==> config.mk <==
export PLATFORM = sky130hd
export DESIGN_NAME = gcls_regs
export DESIGN_NICKNAME = d
export VERILOG_FILES = /design/src/sv/gcls_pkg.sv /design/src/sv/gcls_regs.sv
export SDC_FILE = /design/constraint.sdc
export NUM_CORES = 1
export LEC_CHECK = 0
export BUFFER_PORTS_ARGS = -buffer_cell sky130_fd_sc_hd__buf_2
export CORE_ASPECT_RATIO = 0.75
export CORE_MARGIN = 2
export CORE_UTILIZATION = 45
export DETAILED_ROUTE_END_ITERATION = 10
export PLACE_DENSITY = 0.8
export SKIP_LAST_GASP = 1
export SLEW_MARGIN = 0
export SYNTH_ARGS = -nofsm -noshare
export SYNTH_HDL_FRONTEND = slang
export SYNTH_SLANG_ARGS = --single-unit
==> constraint.sdc <==
create_clock -name clk -period 0.9 [get_ports clk]
set_input_delay 0 -clock clk [delete_from_list [all_inputs] [get_ports clk]]
set_output_delay 0 -clock clk [all_outputs]
set_load 0.05 [all_outputs]
==> src/sv/gcls_pkg.sv <==
package gcls_pkg;

	localparam int AXES = 3;
	localparam int D_W = 17;
	localparam int PROD_W = 57;
	localparam int NORM_W = 19;
	localparam logic [NORM_W-1:0] NORM_MAX = 19'd524287;

	localparam logic REG_THRESHOLD = 1'b0;
	localparam logic REG_DIVISOR = 1'b1;

	localparam logic [1:0] PH_HIHAT = 2'd0;
	localparam logic [1:0] PH_CRASH = 2'd1;
	localparam logic [1:0] PH_CLASSIFY = 2'd2;

	localparam logic [1:0] GEST_NONE = 2'd0;
	localparam logic [1:0] GEST_HIHAT = 2'd1;
	localparam logic [1:0] GEST_CRASH = 2'd2;

	typedef struct packed {
		logic [31:0] threshold;
		logic [15:0] divisor;
	} cfg_t;

	typedef enum logic [11:0] {
		ST_IDLE = 12'b000000000001,
		ST_MAG  = 12'b000000000010,
		ST_CMP  = 12'b000000000100,
		ST_DOT  = 12'b000000001000,
		ST_WGT  = 12'b000000010000,
		ST_SUM  = 12'b000000100000,
		ST_DIVS = 12'b000001000000,
		ST_DIVW = 12'b000010000000,
		ST_SQ   = 12'b000100000000,
		ST_NS   = 12'b001000000000,
		ST_NW   = 12'b010000000000,
		ST_OUT  = 12'b100000000000
	} state_t;

endpackage

==> src/sv/gcls_regs.sv <==
module gcls_regs
	import gcls_pkg::*;
(
	input  logic        clk,
	input  logic        arst_n,
	input  logic        psel,
	input  logic        penable,
	input  logic        pwrite,
	input  logic [2:0]  paddr,
	input  logic [31:0] pwdata,
	output logic [31:0] prdata,
	output logic        pready,
	output cfg_t        cfg
);

	logic [31:0] thr_q;
	logic [15:0] div_q;

	assign pready = 1'b1;
	assign cfg.threshold = thr_q;
	assign cfg.divisor = div_q;

	always_ff @(posedge clk or negedge arst_n) begin
		if (!arst_n) begin
			thr_q <= 32'd3000000;
			div_q <= 16'd30000;
		end else if (psel && penable && pwrite && pready) begin
			unique case (paddr[2])
				REG_THRESHOLD: thr_q <= pwdata;
				REG_DIVISOR:   div_q <= pwdata[15:0];
				default: ;
			endcase
		end
	end

	always_comb begin
		unique case (paddr[2])
			REG_THRESHOLD: prdata = thr_q;
			REG_DIVISOR:   prdata = {16'd0, div_q};
			default:       prdata = 32'd0;
		endcase
	end

endmodule

==> results of run 1 <==
[through the flow]
stage	setup TNS, ns	hold WS (ns)	std cells	setup WS (ns)	util
4_1_cts	-9.558	0.2247	382	-0.2533	0.9168
3_5_place_dp	-2.692	0.002349	319	-0.07960	0.6703
3_3_place_gp	-1.404	-0.001562	319	-0.04971	0.6703
2_1_floorplan	-2.685	-0.2956	140	-0.1598	-
[timing repair]
| action | 4_1_cts |
|---|---|
| buffers inserted | 22 |
| endpoints found under the setup margin | 80 |
| hold buffers | 33 |
| hold endpoints to repair | 96 |
| gates resized for setup | 192 |
[cell families after synthesis]
| family | Yosys count | synth area share |
|---|---|---|
| muxes | 64 | 0.3651 |
| and+or+nand+nor | 18 | 0.06360 |
| DFF | 48 | 0.5356 |
| other | 1 | 0.001643 |
| buffers and inverters | 9 | 0.03399 |
==> metrics.md, run 1 <==
| Metric | Value |
|---|---|
| Synthesized cell area | 0.002282 mm^2 |
| DP Wirelength | 4.040 mm |
| Cts bufs inserted | 5 |
| Yosys reg bits | 48 |
| Synth Instances | 140 |
| Outcome | aborted with a tool error |
| Largest net degree at the start of global routing | 49 |
| Cell taking the most area after synthesis | dfrtp_1 |
| FP Rows | 22 |
| H-Tree Depth | 2 |
| Synth warn | 0 |
| Cell variety after synth | 12 |
| Syn_area_per_cell | 16.30 um^2 |
| GPL Wtd Cong | 0.7029 |
| Antenna violations before repair | 1 |
| Async SR Flop Fraction | 1.000 |
| Most common cell in the netlist | mux2_2 |
| Post-synth EDFFs | 0 |
| Register area share after synthesis | 0.5356 |
| Synth top area share | 0.3399 |
| Die Y | 65.68 um |
| Boundary Pins | 121 |
| Die W | 86.23 um |
| Stop stage | global routing (5_1_grt) |
| Worst endpoint, post-GRT repair | prdata[21] |
| Input/output buffers | 117 |
| Most used DFF post-synth | dfrtp_1 |
| Top post-synthesis cells by count | mux2_2 (34), dfrtp_1 (31), mux2_4 (30), dfstp_2 (17), nor2b_1 (16) |
| CTS sink count | 48 |
| Clk root buf | clkbuf_8 |
| Stop err | [ERROR DPL-0033] detailed placement checks failed during check placement. |
| Initial Util | 0.4658 |
| Worst-path end type | top-level output |
| Syn_nets | 180 |
| Placed cell area | 0.003284 mm^2 |
| Dominant cells by area after synthesis | dfrtp_1 (34%), mux2_4 (20%), dfstp_2 (20%), mux2_2 (17%), nor2b_1 (4.4%) |
| CTS Buffer Depth | 2 |
==> inputs of run 2 (changes only) <==
CORE_ASPECT_RATIO = default   (was 0.75)
CORE_UTILIZATION = 40   (was 45)
PLACE_DENSITY = default   (was 0.8)
PLACE_DENSITY_LB_ADDON = 0.15   (was default)
==> run 2 against run 1 <==
  * The flow now finishes, with violations (setup timing)
  * Area after synthesis is the same
  * Synthesized cell count is the same
==> metrics.md, run 2 <==
| Metric | Value |
|---|---|
| DR pass1 iterations | 4 |
| First-pass GRT wire length | 10.79 mm |
| Total wire length | 8.196 mm |
| Initial Util | 0.4145 |
| Most common cell in the netlist | mux2_2 |
| Most used DFF post-synth | dfrtp_1 |
| DP Wirelength | 3.592 mm |
| CTS sink count | 48 |
| HP Class | input port to flip-flop |
| Synth Instances | 140 |
| Required time of the worst setup path | 0.90 ns |
| FP Rows | 27 |
| Share of cells above drive strength 1 | 0.8966 |
| Hold Fails Final Rpt | 0 |
| Power per standard cell area | 2540 mW/mm^2 |
| Area of the core | 0.005507 mm^2 |
| H-Tree Depth | 2 |
| Setup slack after layout | -0.2939 ns |
| Top post-synthesis cells by count | mux2_2 (34), dfrtp_1 (31), mux2_4 (30), dfstp_2 (17), nor2b_1 (16) |
| Pins Over Slew Limit | 0 |
| Startpoint Class | flip-flop |
| Worst Path Arrival | 1.19 ns |
| Synth top area share | 0.3399 |
| Async SR Flop Fraction | 1.000 |
| Boundary Pins | 121 |
| Max reg flops | 32 |
| Diode count | 0 |
| Nets | 387 |
| GRT Residual Overflow | 0 |
| GRT Total Usage | 0.2236 |
| P_leak | 0.002467 uW |
| Failing checks | setup timing |
| Top Registers | thr_q (32), div_q (16) |
| Clk root buf | clkbuf_8 |
| Tmin final | 1.194 ns |
| Via count | 1979 |
| Max Cap Viol | 0 |
| Final instance area | 0.004918 mm^2 |
| Cell taking the most area after synthesis | dfrtp_1 |
| CP max FO | 3 |
| Synthesis-to-layout area growth | 115.5% |
| Setup violators final | 95 |
| Outcome | finished, violations left |
| Multi-input gate area | 0.001230 mm^2 |
| DRC | 0 |
| Final Cycle Share | 1.327 |
| Final Non-Filler Cells | 420 |
| Reg clk slew, reported paths | 0.09 ns |
| Drt wl/cell | 19.51 um |
| Reg area | 0.001261 mm^2 |
| Post-synth EDFFs | 0 |
| Endpoint type of the worst setup path | output port |
| Input/output buffers | 117 |
| Vias per cell | 4.712 |
| DP Cell Count | 328 |
| CTS tree | built |
| GPL Wtd Cong | 0.7169 |
| Layout Skew | 0 ns |
| Final Core Density | 0.8932 |
| Syn_area_per_cell | 16.30 um^2 |
| Largest net degree at the start of global routing | 49 |
| Most common cell after layout, fill and taps aside | buf_6 |
| Initial drt markers | 48 |
| Reg with most FFs | thr_q |
| Max Clk Rate | 0.8376 GHz |
| Most frequent cells in the layout | buf_6 (65), mux2_4 (64), buf_8 (52) |
| CTS Buffer Depth | 2 |
| Maximum VDD drop | 0.001774 V |
| Die footprint | 0.006326 mm^2 |
| Die Y | 79.54 um |
| Fill cells | 217 |
| Synthesized cell area | 0.002282 mm^2 |
| Cts bufs inserted | 5 |
| Hold Path Depth | 3 |
| Syn_nets | 180 |
| Vias in the first global route | 2038 |
| Yosys reg bits | 48 |
| Die W | 79.54 um |
| Worst Reg-to-Reg Cells | 3 |
| Register area share after synthesis | 0.5356 |
| DP Worst Slack | -0.1017 ns |
| Synth warn | 0 |
| Dominant cells by area after synthesis | dfrtp_1 (34%), mux2_4 (20%), dfstp_2 (20%), mux2_2 (17%), nor2b_1 (4.4%) |
| Setup CP Type | flip-flop to output port |
| Insertion delay to the later sink of the worst-skew pair | 0.29 ns |
| RSZ-0062 raised after global routing | true |
| Cell variety after synth | 12 |
| Placed cell area | 0.003289 mm^2 |
| Antenna violations before repair | 0 |
| Routed Antenna Nets | 0 |
run 2: cell counts after synthesis:
Identical to the previous run, type by type.
run 2: cell families after synthesis:
family / synth area share
multiplexers: 0.3651
flip-flops: 0.5356
AND/OR/NAND/NOR: 0.06360
buffers and inverters: 0.03399
other: 0.001643
run 2: report_power, final:
group	total, uW	switching (uW)	internal [uW]	leakage, uW
combinational	7910	4010	3910	0.00191
sequential	3340	511	2830	0.000517
clock	1240	693	547	0.0000422
run 2: area by class of cell:
type | count | area share
sequential | 48 | 0.2564
multi-input combinational | 83 | 0.2501
timing repair buffer | 209 | 0.4587
tap | 72 | 0.01832
clock buffer | 7 | 0.01552
clock inverter | 1 | 0.001018
run 2: routing by layer:
layer | share of wire | wire [um] | global-route usage | up-vias
met1 | 0.36 | 2949 | 0.2660 | 990
met4 | 0.017 | 137 | 0.04138 | 0
li1 | - | - | - | 898
met2 | 0.58 | 4722 | 0.4118 | 79
met3 | 0.047 | 387 | 0.05204 | 12
met5 | 0 | 0 | 0 | -
run 2: per-stage QoR:
step	hold slack, ns	total power [uW]	TNS, ns
floorplan	-0.2956	7252	-2.685
global placement	0.006115	8223	-2.026
detailed placement	0.005081	8264	-2.522
CTS	0.1432	11410	-10.02
global route	0.1586	12910	-15.09
finish	0.1637	12490	-12.22
run 2: what timing repair did:
action | CTS | global route
endpoints found under the setup margin | 80 | 93
pin swaps | 0 | 0
resized for setup | 201 | 57
cloned | 0 | 0
hold buffers | 33 | 0
hold endpoints to repair | 96 | 0
buffers inserted | 20 | 40
run 2: final timing paths:
path | startpoint | end | slack [ns]
min in group asynchronous | arst_n | thr_q[17] | 0.25
min | paddr[2] | div_q[1] | 0.16
max in group asynchronous | arst_n | thr_q[18] | 0.37
min reg2reg | thr_q[25] | thr_q[25] | 0.56
max reg2reg | thr_q[29] | thr_q[29] | -0.13
max | thr_q[19] | prdata[19] | -0.29
run 2: critical path, cell delays in order (launching register included):
cell	delay (ns)
dfstp_2	0.58
nor2b_4	0.16
buf_6	0.17
(Power assumes the default switching activity.)
