==> config.mk <==
export PLATFORM = sky130hd
export DESIGN_NAME = gcls_div
export DESIGN_NICKNAME = d
export VERILOG_FILES = /design/src/sv/gcls_div.sv
export SDC_FILE = /design/constraint.sdc
export NUM_CORES = 1
export LEC_CHECK = 0
export BUFFER_PORTS_ARGS = -buffer_cell sky130_fd_sc_hd__buf_4
export CAP_MARGIN = 10
export CORE_MARGIN = 10
export CORE_UTILIZATION = 40
export CTS_CLUSTER_SIZE = 8
export DETAILED_ROUTE_END_ITERATION = 8
export PLACE_DENSITY_LB_ADDON = 0.2
export SLEW_MARGIN = 0
export SYNTH_ARGS = -nofsm -noshare
export SYNTH_HDL_FRONTEND = slang
export SYNTH_SLANG_ARGS = --single-unit
==> constraint.sdc <==
create_clock -name clk -period 2.8 [get_ports clk]
set_input_delay 0.14 -clock clk [delete_from_list [all_inputs] [get_ports clk]]
set_output_delay 0.14 -clock clk [all_outputs]
set_load 0.005 [all_outputs]
==> src/sv/gcls_div.sv <==
module gcls_div #(
	parameter int NW = 35,
	parameter int DW = 16
) (
	input  logic          clk,
	input  logic          arst_n,
	input  logic          start,
	input  logic [NW-1:0] dividend,
	input  logic [DW-1:0] divisor,
	output logic          done,
	output logic [NW-1:0] quotient
);

	localparam int CNT_W = $clog2(NW + 1);

	logic [NW-1:0]    num_q;
	logic [DW-1:0]    rem_q;
	logic [DW-1:0]    den_q;
	logic [CNT_W-1:0] cnt_q;
	logic             busy_q;
	logic             done_q;
	logic [DW:0]      trial;
	logic             fits;

	// Restoring division, one quotient bit per cycle shifted in behind the dividend.
	assign trial = {rem_q, num_q[NW-1]};
	assign fits = trial >= {1'b0, den_q};

	always_ff @(posedge clk or negedge arst_n) begin
		if (!arst_n) begin
			busy_q <= 1'b0;
			done_q <= 1'b0;
			cnt_q <= '0;
		end else begin
			done_q <= 1'b0;
			if (start) begin
				busy_q <= 1'b1;
				cnt_q <= '0;
			end else if (busy_q) begin
				cnt_q <= cnt_q + 1'b1;
				if (cnt_q == CNT_W'(NW - 1)) begin
					busy_q <= 1'b0;
					done_q <= 1'b1;
				end
			end
		end
	end

	always_ff @(posedge clk) begin
		if (start) begin
			num_q <= dividend;
			rem_q <= '0;
			den_q <= divisor;
		end else if (busy_q) begin
			rem_q <= fits ? DW'(trial - {1'b0, den_q}) : trial[DW-1:0];
			num_q <= {num_q[NW-2:0], fits};
		end
	end

	assign done = done_q;
	assign quotient = num_q;

endmodule

# --- Word-level counts from Yosys, hierarchy flattened ---
# Index checks and enable logic that the tools add are counted.
word_totals:
  regBits: 75
  elab_cells: 22
op_classes:
  addsub: 2
  magnitude_cmp: 1
  n_eq_ne: 1
  mux: 11
  n_reduce_logical: 1
ops:
  columns: ["op", "count"]
  rows:
  - ["35-bit 2-to-1 mux", 2]
  - ["17-bit by 16-bit >= comparator with 1-bit output", 1]
  - ["16-bit 2-to-1 mux", 1]
  - ["16-bit subtractor", 1]
  - ["6-bit 2-to-1 mux", 2]
  - ["6-bit by 1-bit adder with 6-bit output (second input constant)", 1]
  - ["6-bit equality test (second input constant)", 1]
  - ["1-bit 2-to-1 mux", 6]
  - ["2-bit nonzero test", 1]

# --- Depth between registers and ports, before layout ---
# Gate-level depths: netlist of the first run.
depth:
  ltp_word: 4
  ltp_mapped: 10

# --- Worst setup path after synthesis of the first run ---
# OpenSTA, ideal clock, no wires.
synth_timing:
  kind: "register to register"
  from: "register den_q[6]"
  to: "register num_q[0] (netlist: quotient[0]) (data pin)"
  setup_ns: 0.269
  t_arrival_ns: 1.890
  t_required_ns: 2.531
  setup_slack_ns: 0.642
  stages_incl_launch_ff: 9
  cell_sequence: "edfxtp_1 inv_1 ha_1 a211o_1 a21oi_2 o22ai_1 a211oi_4 buf_2 mux2i_1"
synth_between:
  elab_chain_len: 3
synth_rtl:
  columns: ["item", "line_no", "text"]
  rows:
  - ["start: declaration", "18", "logic [DW-1:0] den_q;"]
  - ["start signal: assignment", "53", "den_q <= divisor;"]
  - ["17-bit by 16-bit >= comparator with 1-bit output", "27", "assign fits = trial >= {1'b0, den_q};"]
  - ["35-bit 2-to-1 mux", "54", "end else if (busy_q) begin"]
  - ["35-bit 2-to-1 mux", "50", "if (start) begin"]
  - ["end signal: assignment", "51", "num_q <= dividend;"]
  - ["end signal: assignment", "56", "num_q <= {num_q[NW-2:0], fits};"]
  - ["end: declaration", "16", "logic [NW-1:0] num_q;"]
# No other way between the ends. The select of a mux whose other input is x is not followed.
# A chain may end at the register's enable or synchronous reset.

# --- Final worst setup path of the first run ---
layout_timing:
  from: "register num_q[34] (netlist: quotient[34])"
  to: "register rem_q[14]"
layout_between:
  elab_chain_len: 2
layout_rtl:
  columns: ["item", "line_no", "text"]
  rows:
  - ["16-bit subtractor / 17-bit by 16-bit >= comparator with 1-bit output (equally long branches)", "55, 27", null]
  - ["16-bit 2-to-1 mux (*)", "55", "rem_q <= fits ? DW'(trial - {1'b0, den_q}) : trial[DW-1:0];"]
  - ["end signal: assignment", "55", null]
  - ["end: declaration", "17", "logic [DW-1:0] rem_q;"]
# Mark *: on every way between the ends. The rest lies on a longest branch, timed or not.

==> results.tsv, run 1 <==
stage	metric	value	unit
setup_path	CP max FO	3	
setup_path	WP data arrival	2.67	ns
yosys	post-synthesis cell count	352	
timing	Fin Setup TNS	0	ns
yosys	largest family of logic cells by synthesized area	multiplexers	
clock_tree	clock buffer count from CTS	9	
global_routing	total grt overflow	0	
setup_path	critical-path cell list	inv_1 > ha_1 > fa_1 > nor2b_1 > o211a_1 > o2111ai_1 > and4_1 > nor3_1 > o211ai_1	
timing	worst setup slack after layout	0.369	ns
yosys	adder-cell share of the synthesized area	0.0606	
clock_tree	CTS tree	yes	
setup_path	reg2reg end	rem_q[14]	
setup_path	Setup Crit Path Kind	flip-flop to flip-flop	
clock_tree	Worst-path clk slew	0.09	ns
yosys	leading post-synthesis cells by cell area	edfxtp_1, mux2_2, dfxtp_1	
setup_path	R2R Path Start	quotient[34]	
setup_path	delay of the slowest cell on the worst path	0.41	ns
pwr	Pwr Total	3.84	mW
place	Port Buf Inserts	89	
floorplanning	Die H	121	µm
floorplanning	total core area	9820	µm²
drt	Total Routed Length	9600	µm
setup_path	CP delay by family, top	simple AND/OR/NAND/NOR gates	
floorplanning	die outline width	121	µm
yosys	YS warnings	0	
place	HPWL after DPL	6980	µm
global_routing	antenna violations before repair	0	
yosys	XOR/XNOR Fraction of Synth Area	0.0303	
setup_path	WP buf/inv	1	
clock_tree	H-tree depth	3	
yosys	post-synth cell types	55	
yosys	ys async rst share	0.107	
global_routing	vias in the first global route	3231	
timing	final count of hold timing violations	0	
timing	unrepaired setup endpoints after global routing	false	
min_path	worst hold start	dividend[26]	
cells_and_area	layout cells sized above 1	0.336	
setup_path	CP startpoint kind	flip-flop	
drt	average wire per standard cell	16.1	µm
place	RePlAce Congestion	0.865	
yosys	Seq cells post-synth	75	
global_routing	first-pass GRT wire length	16000	µm
drt	Vias/cell	5.16	
setup_path	Crit path depth	9	
setup_path	R2R depth	9	
cells_and_area	Area Overhead vs Synth	28.7	%
pwr	maximum VDD drop	0.344	mV
drt	drc violations	0	
drt	DR vias	3078	
drt	Antenna Nets Post-Route	0	
drt	First-pass DRT Iterations	6	
place	Placed Area	4850	µm²
global_routing	Total GRT Usage	0.135	
yosys	Post-synth EDFFs	51	
clock_tree	post-CTS resize count	0	
cells_and_area	diode count	0	
outcome	status	complete, no violations	
clock_tree	clock sinks	75	
timing	skew final	0.0121	ns
floorplanning	# rows	36	
yosys	mux contribution to synthesized area	0.122	
clock_tree	clock root cell	clkbuf_8	
yosys	syn avg cell area	11.5	µm²
clock_tree	Clock Path Buffers	2	
floorplanning	Starting Density	0.412	
cells_and_area	Finished Cell Area	5200	µm²
yosys	dominant cell by count in the synthesized netlist	edfxtp_1	
timing	fin crit share	0.868	
floorplanning	IO Pins	90	
yosys	compound-gate portion of the synthesized area	0.121	
setup_path	reg-to-reg slack, setup	0.37	ns
setup_path	crit path max-delay cell type	edfxtp_1	
global_routing	largest net degree at the start of global routing	36	
pwr	Leakage	2.27	nW
pwr	Pwr Density	737	nW/µm²
cells_and_area	Final nets	532	
yosys	area leader, netlist	edfxtp_1	
yosys	most instantiated cells after synthesis	edfxtp_1, mux2_2, nor2_1	
yosys	Synth top area share	0.379	
floorplanning	die area	14500	µm²
clock_tree	Clock Latency Late Sink	0.36	ns
timing	Rel. slew slack	0.609	
timing	Slew Limit Fails	0	
place	Place WS	0.384	ns
timing	worst slew pin tran	0.584	ns
flow_run	Max Cap Violations	0	
timing	Final min period	2.43	ns
yosys	register area share after synthesis	0.507	
setup_path	required time of the critical path	3.04	ns
cells_and_area	FILL cells	901	
timing	setup violators final	0	
yosys	Synth Cell Area	4050	µm²
min_path	Hold Path Stages	2	
min_path	Hold Crit Class	primary input to flip-flop	
drt	Initial DRC Count	123	
yosys	ys flop type	edfxtp_1	
timing	fmax	0.411	GHz
yosys	syn nets	425	
yosys	Simple-Gate Fraction of Synth Area	0.117	
min_path	Hold EP	quotient[26]	
setup_path	CP endpoint kind	flip-flop	
-- stage by stage --
step	std cells	util	hold WS, ns
2_1_floorplan	352	-	-0.156
3_3_place_gp	564	0.494	-0.0356
3_5_place_dp	564	0.494	-0.0364
4_1_cts	597	0.530	0.0589
5_1_grt	597	0.530	0.0610
6_report	597	0.530	0.0766
-- logic make-up (layout without fill, tap and decap cells) --
family / count (synthesis) / in the layout
fa+ha+maj: 19 / 19
flops: 75 / 75
buf+inv: 40 / 152
xor+xnor: 14 / 14
simple gates: 91 / 91
mux: 45 / 45
compound gates: 68 / 68
-- metal layers --
metal	track usage	share of wire	vias up
met5	0	0	-
met4	0.0437	0.012	0
met3	0.0689	0.10	13
met2	0.203	0.45	87
met1	0.163	0.44	1476
li1	-	-	1502
-- layout by cell type, fill, tap and decap left out, types with 3 or more instances in the layout --
master	Yosys	routed
nand2b_1	6	6
inv_1	22	22
mux2_2	35	35
edfxtp_1	51	51
xnor2_1	5	5
dlygate4sd3_1	0	17
nand3_1	7	7
nor2b_1	4	4
o21a_1	3	3
nand2_1	18	18
dfxtp_1	16	16
and2_1	5	5
buf_4	0	97
a21oi_1	11	11
xor2_1	9	9
mux2i_1	10	10
or2_2	4	4
a32oi_1	3	3
ha_1	18	18
inv_6	0	3
o2111ai_1	4	4
nand4b_1	3	3
o31ai_1	3	3
clkbuf_8	0	9
a211oi_1	9	9
o21ai_0	11	11
a21o_1	3	3
a21boi_0	3	3
nor3_1	3	3
dfrtp_1	8	8
nor2_1	27	27
-- worst reg2reg max path: stages (launching register included) --
cell,delay (ns)
edfxtp_1,0.41
inv_1,0.06
ha_1,0.24
fa_1,0.41
nor2b_1,0.23
o211a_1,0.22
o2111ai_1,0.16
and4_1,0.24
nor3_1,0.23
o211ai_1,0.12
-- sequential cells by signal, summed over array words and instances, names as in the netlist --
signal    cells
quotient     35
cnt_q         6
den_q        16
rem_q        16
done          1
busy_q        1
-- worst max path at each step --
stage	start	to	slack, ns
2_1_floorplan	den_q[6]	quotient[0]	0.64
3_3_place_gp	quotient[34]	rem_q[14]	0.34
3_5_place_dp	quotient[34]	rem_q[14]	0.38
4_1_cts	quotient[34]	rem_q[14]	0.38
5_1_grt	quotient[34]	rem_q[14]	0.21
6_report	quotient[34]	rem_q[14]	0.37
-- cell type report --
| type | instances | area, µm² | share of cell area |
|---|---|---|---|
| timing repair buffer | 114 | 898 | 0.173 |
| clock inverter | 7 | 57.6 | 0.0111 |
| inverter | 22 | 82.6 | 0.0159 |
| clock buffer | 9 | 124 | 0.0238 |
| sequential | 75 | 2050 | 0.394 |
| tap | 133 | 166 | 0.0320 |
| multi-input combinational | 237 | 1820 | 0.350 |
-- repair_timing --
action / 4_1_cts / 5_1_grt
endpoints found under the hold margin: 24 / 0
hold buffers: 17 / 0
setup buffers: 0 / 0
-- power breakdown --
part | internal [mW] | switching, mW | total [mW]
registers | 1.38 | 0.123 | 1.50
logic | 0.748 | 0.789 | 1.54
clock network | 0.336 | 0.463 | 0.799
total | 2.46 | 1.37 | 3.84
No activity file was read; power rests on OpenSTA's default activity.
==> run 2, diff against run 1 <==
--- a/config.mk
+++ b/config.mk
@@ -8,7 +8,7 @@
 export BUFFER_PORTS_ARGS = -buffer_cell sky130_fd_sc_hd__buf_4
 export CAP_MARGIN = 10
 export CORE_MARGIN = 10
-export CORE_UTILIZATION = 40
+export CORE_UTILIZATION = 54
 export CTS_CLUSTER_SIZE = 8
 export DETAILED_ROUTE_END_ITERATION = 8
 export PLACE_DENSITY_LB_ADDON = 0.2
==> results.tsv, run 2 (synthesis gave the netlist of run 1 again) <==
stage	metric	value	unit	change
global_routing	antenna violations before repair	0		unchanged
setup_path	reg-to-reg slack, setup	0.45	ns	+0.08 ns
timing	Fin Setup TNS	0	ns	unchanged
cells_and_area	layout cells sized above 1	0.337		+0.000726
timing	Slew Limit Fails	0		unchanged
timing	Rel. slew slack	0.613		+0.00387
global_routing	Total GRT Usage	0.170		+0.0354
timing	worst hold slack	0.0915	ns	+0.0149 ns
setup_path	delay of the slowest cell on the worst path	0.42	ns	about the same
place	RePlAce Congestion	0.914		+5.7%
place	Port Buf Inserts	89		unchanged
timing	unrepaired setup endpoints after global routing	false		
setup_path	reg2reg end	rem_q[0]		
cells_and_area	Finished Cell Area	5180	µm²	-0.46%
setup_path	CP max FO	11		+8
setup_path	CP startpoint kind	flip-flop		
floorplanning	total core area	7250	µm²	-26%
setup_path	critical-path cell list	inv_1 > ha_1 > nand2_1 > o21a_1 > o22ai_1 > a211oi_4 > buf_4 > or2_2 > a311oi_1		
flow_run	Max Cap Violations	0		unchanged
global_routing	largest net degree at the start of global routing	36		unchanged
pwr	Pwr Density	753	nW/µm²	+2.2%
clock_tree	Clock Latency Late Sink	0.35	ns	about the same
clock_tree	CTS tree	yes		
floorplanning	Starting Density	0.558		+0.146
drt	Total Routed Length	9510	µm	-1.0%
setup_path	Crit path depth	9		unchanged
global_routing	total grt overflow	0		unchanged
setup_path	CP delay by family, top	compound AO/OA/AOI/OAI gates		
clock_tree	clock sinks	75		unchanged
cells_and_area	FILL cells	557		-38%
floorplanning	IO Pins	90		unchanged
timing	final count of hold timing violations	0		unchanged
pwr	maximum VDD drop	0.434	mV	+26%
setup_path	crit path max-delay cell type	ha_1		
drt	highest routed layer	met4		
drt	Initial DRC Count	152		+24%
clock_tree	H-tree depth	3		unchanged
drt	M1 WL	3850	µm	-8.4%
global_routing	vias in the first global route	3270		+1.2%
setup_path	CP endpoint kind	flip-flop		
setup_path	WP buf/inv	2		+1
floorplanning	Die H	107	µm	-12%
cells_and_area	Final nets	531		-0.19%
cells_and_area	final instance count without filler cells	562		-5.9%
cells_and_area	final core occ	0.714		+0.184
place	placed instance count	529		-6.2%
place	HPWL after DPL	6910	µm	-1.1%
cells_and_area	most frequent cells in the layout	buf_4, edfxtp_1, mux2_2		
floorplanning	die outline width	107	µm	-12%
cells_and_area	most common cell after layout, fill and taps aside	buf_4		
min_path	worst hold start	dividend[26]		
setup_path	Setup Crit Path Kind	flip-flop to flip-flop		
timing	skew final	0.00849	ns	-0.00365 ns
global_routing	first-pass GRT wire length	15700	µm	-2.0%
drt	First-pass DRT Iterations	4		-2
drt	WL met3	1010	µm	+6.1%
drt	Vias/cell	5.49		+6.5%
clock_tree	clock buffer count from CTS	9		unchanged
setup_path	WP data arrival	2.61	ns	-0.06 ns
timing	fmax	0.425	GHz	+3.4%
setup_path	R2R depth	9		unchanged
drt	drc violations	0		unchanged
setup_path	R2R Path Start	den_q[11]		
min_path	Hold Path Stages	2		unchanged
min_path	Hold EP	quotient[26]		
timing	setup violators final	0		unchanged
clock_tree	clock root cell	clkbuf_8		
floorplanning	# rows	31		-14%
cells_and_area	Area Overhead vs Synth	28.1	%	
drt	average wire per standard cell	16.9	µm	+5.2%
place	Placed Area	4800	µm²	-1.0%
cells_and_area	diode count	0		unchanged
drt	Antenna Nets Post-Route	0		unchanged
floorplanning	die area	11400	µm²	-22%
pwr	Leakage	2.27	nW	about the same
clock_tree	Clock Path Buffers	2		unchanged
timing	Final min period	2.35	ns	-0.0790 ns
drt	DR vias	3086		+0.26%
setup_path	required time of the critical path	3.05	ns	about the same
clock_tree	Worst-path clk slew	0.09	ns	about the same
outcome	status	complete, no violations		
timing	fin crit share	0.840		-0.0282
min_path	Hold Crit Class	primary input to flip-flop		
timing	worst slew pin tran	0.579	ns	-0.00578 ns
drt	met2 WL	4520	µm	+4.6%
cells_and_area	Largest register FFs	35		unchanged
run 2: worst max path at each step:
| stage | from | end | slack, ns |
|---|---|---|---|
| global placement | den_q[7] | rem_q[0] | 0.54 |
| global route | quotient[34] | rem_q[10] | 0.28 |
| CTS | den_q[11] | rem_q[0] | 0.42 |
| floorplan | den_q[6] | quotient[0] | 0.64 |
| finish | den_q[11] | rem_q[0] | 0.45 |
| detailed placement | den_q[11] | rem_q[0] | 0.44 |
run 2: cell type report:
class                      instances  area [µm²]  share of cell area
sequential                        75        2050               0.396
multi-input combinational        237        1820               0.352
timing repair buffer             113         891               0.172
clock buffer                      10         138              0.0266
tap                               99         124              0.0239
inverter                          22        82.6              0.0159
clock inverter                     6        70.1              0.0135
run 2: what timing repair did:
item                       4_1_cts  5_1_grt
setup buffers                    0        0
hold endpoints to repair        24        0
resized for setup                0        0
setup endpoints to repair        0        0
hold buffers                    17        0
run 2: per-stage QoR:
stage | setup slack, ns | power (mW)
floorplan | 0.642 | 2.61
global placement | 0.541 | 2.99
detailed placement | 0.437 | 3.02
CTS | 0.416 | 3.93
global route | 0.279 | 4.16
finish | 0.449 | 3.90
run 2: layer usage:
metal,vias up,track usage
met5,-,0
met1,1452,0.200
li1,1515,-
met2,110,0.266
met4,0,0.0667
met3,9,0.0761
run 2: worst reg2reg max path, delay by kind of cell, from the launching register on:
| kind | cells | cell delay (ns) |
|---|---|---|
| adder cells (fa/ha/maj) | 1 | 0.42 |
| flip-flops | 1 | 0.34 |
| buffers and inverters | 2 | 0.24 |
| AND/OR/NAND/NOR | 2 | 0.42 |
| AO/OA/AOI/OAI | 4 | 0.83 |
run 2: where the power goes:
part / total [mW] / switching (mW) / internal (mW)
logic: 1.53 / 0.785 / 0.748
clock network: 0.871 / 0.428 / 0.442
registers: 1.50 / 0.122 / 1.38
total: 3.90 / 1.33 / 2.57
==> run 3, diff against run 2 <==
==> constraint.sdc (replaced) <==
create_clock -name clk -period 2.4 [get_ports clk]
set_input_delay 0.12 -clock clk [delete_from_list [all_inputs] [get_ports clk]]
set_output_delay 0.12 -clock clk [all_outputs]
set_load 0.005 [all_outputs]
==> results.tsv, run 3 (synthesis gave the netlist of run 1 again) <==
stage	metric	value	unit	change
clock_tree	setup bufs post-CTS	0		unchanged
timing	Final min period	2.24	ns	-0.113 ns
drt	First-pass DRT Iterations	4		unchanged
place	HPWL after DPL	7130	µm	+3.3%
setup_path	CP startpoint kind	flip-flop		
clock_tree	clock sinks	75		unchanged
global_routing	antenna violations before repair	0		unchanged
floorplanning	die outline width	107	µm	unchanged
setup_path	WP data arrival	2.50	ns	-0.11 ns
floorplanning	total core area	7250	µm²	unchanged
timing	setup violators final	0		unchanged
global_routing	vias in the first global route	3223		-1.4%
cells_and_area	area of the multi-input gates	1870	µm²	+2.3%
timing	worst slew pin tran	0.620	ns	+0.0416 ns
outcome	status	complete, no violations		
timing	skew final	0.0144	ns	+0.00590 ns
clock_tree	Worst-path clk slew	0.09	ns	about the same
drt	average wire per standard cell	17.4	µm	+2.9%
place	Place WS	0.109	ns	-0.327 ns
global_routing	met3 Use GR	0.0942		+0.0181
drt	Total Routed Length	9830	µm	+3.4%
global_routing	GR Util met1	0.208		+0.00761
global_routing	grt peak-use layer	met2		
timing	Slew Limit Fails	0		unchanged
min_path	Hold Crit Class	primary input to flip-flop		
flow_run	Max Cap Violations	0		unchanged
cells_and_area	Area Overhead vs Synth	29.4	%	
cells_and_area	Finished Cell Area	5240	µm²	+1.0%
global_routing	Total GRT Usage	0.178		+0.00805
clock_tree	H-tree depth	3		unchanged
timing	Fin Setup TNS	0	ns	unchanged
timing	unrepaired setup endpoints after global routing	false		
timing	final count of hold timing violations	0		unchanged
global_routing	largest net degree at the start of global routing	44		+22%
place	RePlAce Congestion	0.929		+1.7%
pwr	Leakage	2.30	nW	+1.1%
drt	Vias/cell	5.47		-0.37%
cells_and_area	Final nets	535		+0.75%
floorplanning	die area	11400	µm²	unchanged
cells_and_area	FILL cells	571		+2.5%
drt	Initial DRC Count	179		+18%
clock_tree	Clock Path Buffers	2		unchanged
global_routing	total grt overflow	0		unchanged
place	Port Buf Inserts	89		unchanged
setup_path	CP endpoint kind	flip-flop		
timing	fin crit share	0.933		+0.0928
setup_path	CP max FO	8		-3
drt	drc violations	0		unchanged
timing	fmax	0.447	GHz	+5.1%
cells_and_area	Largest register FFs	35		unchanged
cells_and_area	diode count	0		unchanged
cells_and_area	sequential cell area	2050	µm²	unchanged
setup_path	Setup Crit Path Kind	flip-flop to flip-flop		
global_routing	met2 Use GR	0.274		+0.00751
pwr	Pwr Density	870	nW/µm²	+16%
floorplanning	Die H	107	µm	unchanged
cells_and_area	most frequent cells in the layout	buf_4, edfxtp_1, mux2_2		
timing	worst hold slack	0.0541	ns	-0.0375 ns
clock_tree	Clock Latency Late Sink	0.36	ns	about the same
floorplanning	Starting Density	0.558		unchanged
clock_tree	clock buffer count from CTS	9		unchanged
clock_tree	clock root cell	clkbuf_8		
pwr	maximum VDD drop	0.537	mV	+24%
floorplanning	# rows	31		unchanged
drt	Antenna Nets Post-Route	0		unchanged
global_routing	first-pass GRT wire length	16000	µm	+2.0%
floorplanning	IO Pins	90		unchanged
cells_and_area	most common cell after layout, fill and taps aside	buf_4		
cells_and_area	layout cells sized above 1	0.358		+0.0214
setup_path	required time of the critical path	2.66	ns	-0.39 ns
place	Placed Area	4850	µm²	+0.89%
clock_tree	CTS tree	yes		
timing	worst setup slack after layout	0.162	ns	-0.287 ns
timing	Rel. slew slack	0.585		-0.0278
drt	DR vias	3091		+0.16%
cells_and_area	final core occ	0.722		+0.00742
[run 3: worst max-delay path: stages (launching register included)]
cell	delay, ns
edfxtp_1	0.33
inv_1	0.04
ha_2	0.40
and4_1	0.29
nand2b_4	0.08
nor3b_4	0.22
a211oi_4	0.10
buf_4	0.18
or2_2	0.27
a311oi_1	0.24
[run 3: layout make-up]
type	instances	share of cell area
Inverter	22	0.0158
Tap cell	99	0.0237
Multi-Input combinational cell	237	0.357
Timing Repair Buffer	117	0.179
Clock buffer	9	0.0237
Clock inverter	6	0.00932
Sequential cell	75	0.392
[run 3: path summary, 6_finish.rpt]
| check | start | endpoint | slack (ns) | depth (start not counted) |
|---|---|---|---|---|
| min reg2reg | rem_q[12] | rem_q[12] | 0.51 | 2 |
| min | dividend[21] | quotient[21] | 0.05 | 2 |
| max in group asynchronous | arst_n | cnt_q[4] | 2.17 | 2 |
| min in group asynchronous | arst_n | done | 0.10 | 2 |
| max reg2reg | den_q[11] | rem_q[0] | 0.16 | 9 |
| max | den_q[11] | rem_q[0] | 0.16 | 9 |
[run 3: per-stage QoR]
stage / power [mW] / cells
2_1_floorplan: 3.04 / 352
3_3_place_gp: 3.54 / 533
3_5_place_dp: 3.57 / 533
4_1_cts: 4.49 / 565
5_1_grt: 4.86 / 565
6_report: 4.56 / 565
[run 3: layer usage]
metal | part of all wire | vias up
li1 | - | 1522
met1 | 0.42 | 1463
met2 | 0.47 | 92
met3 | 0.10 | 14
met4 | 0.016 | 0
met5 | 0 | -
[run 3: power by group]
part | leakage [nW] | total, mW | switching [mW] | internal, mW
Clock | 0.0783 | 0.882 | 0.504 | 0.378
Sequential | 0.763 | 1.76 | 0.154 | 1.61
Combinational | 1.46 | 1.91 | 0.954 | 0.960
[run 3: timing repair]
item / 4_1_cts / 5_1_grt
resized for setup: 0 / 12
setup endpoints to repair: 0 / 12
endpoints found under the hold margin: 24 / 0
hold buffers: 17 / 0
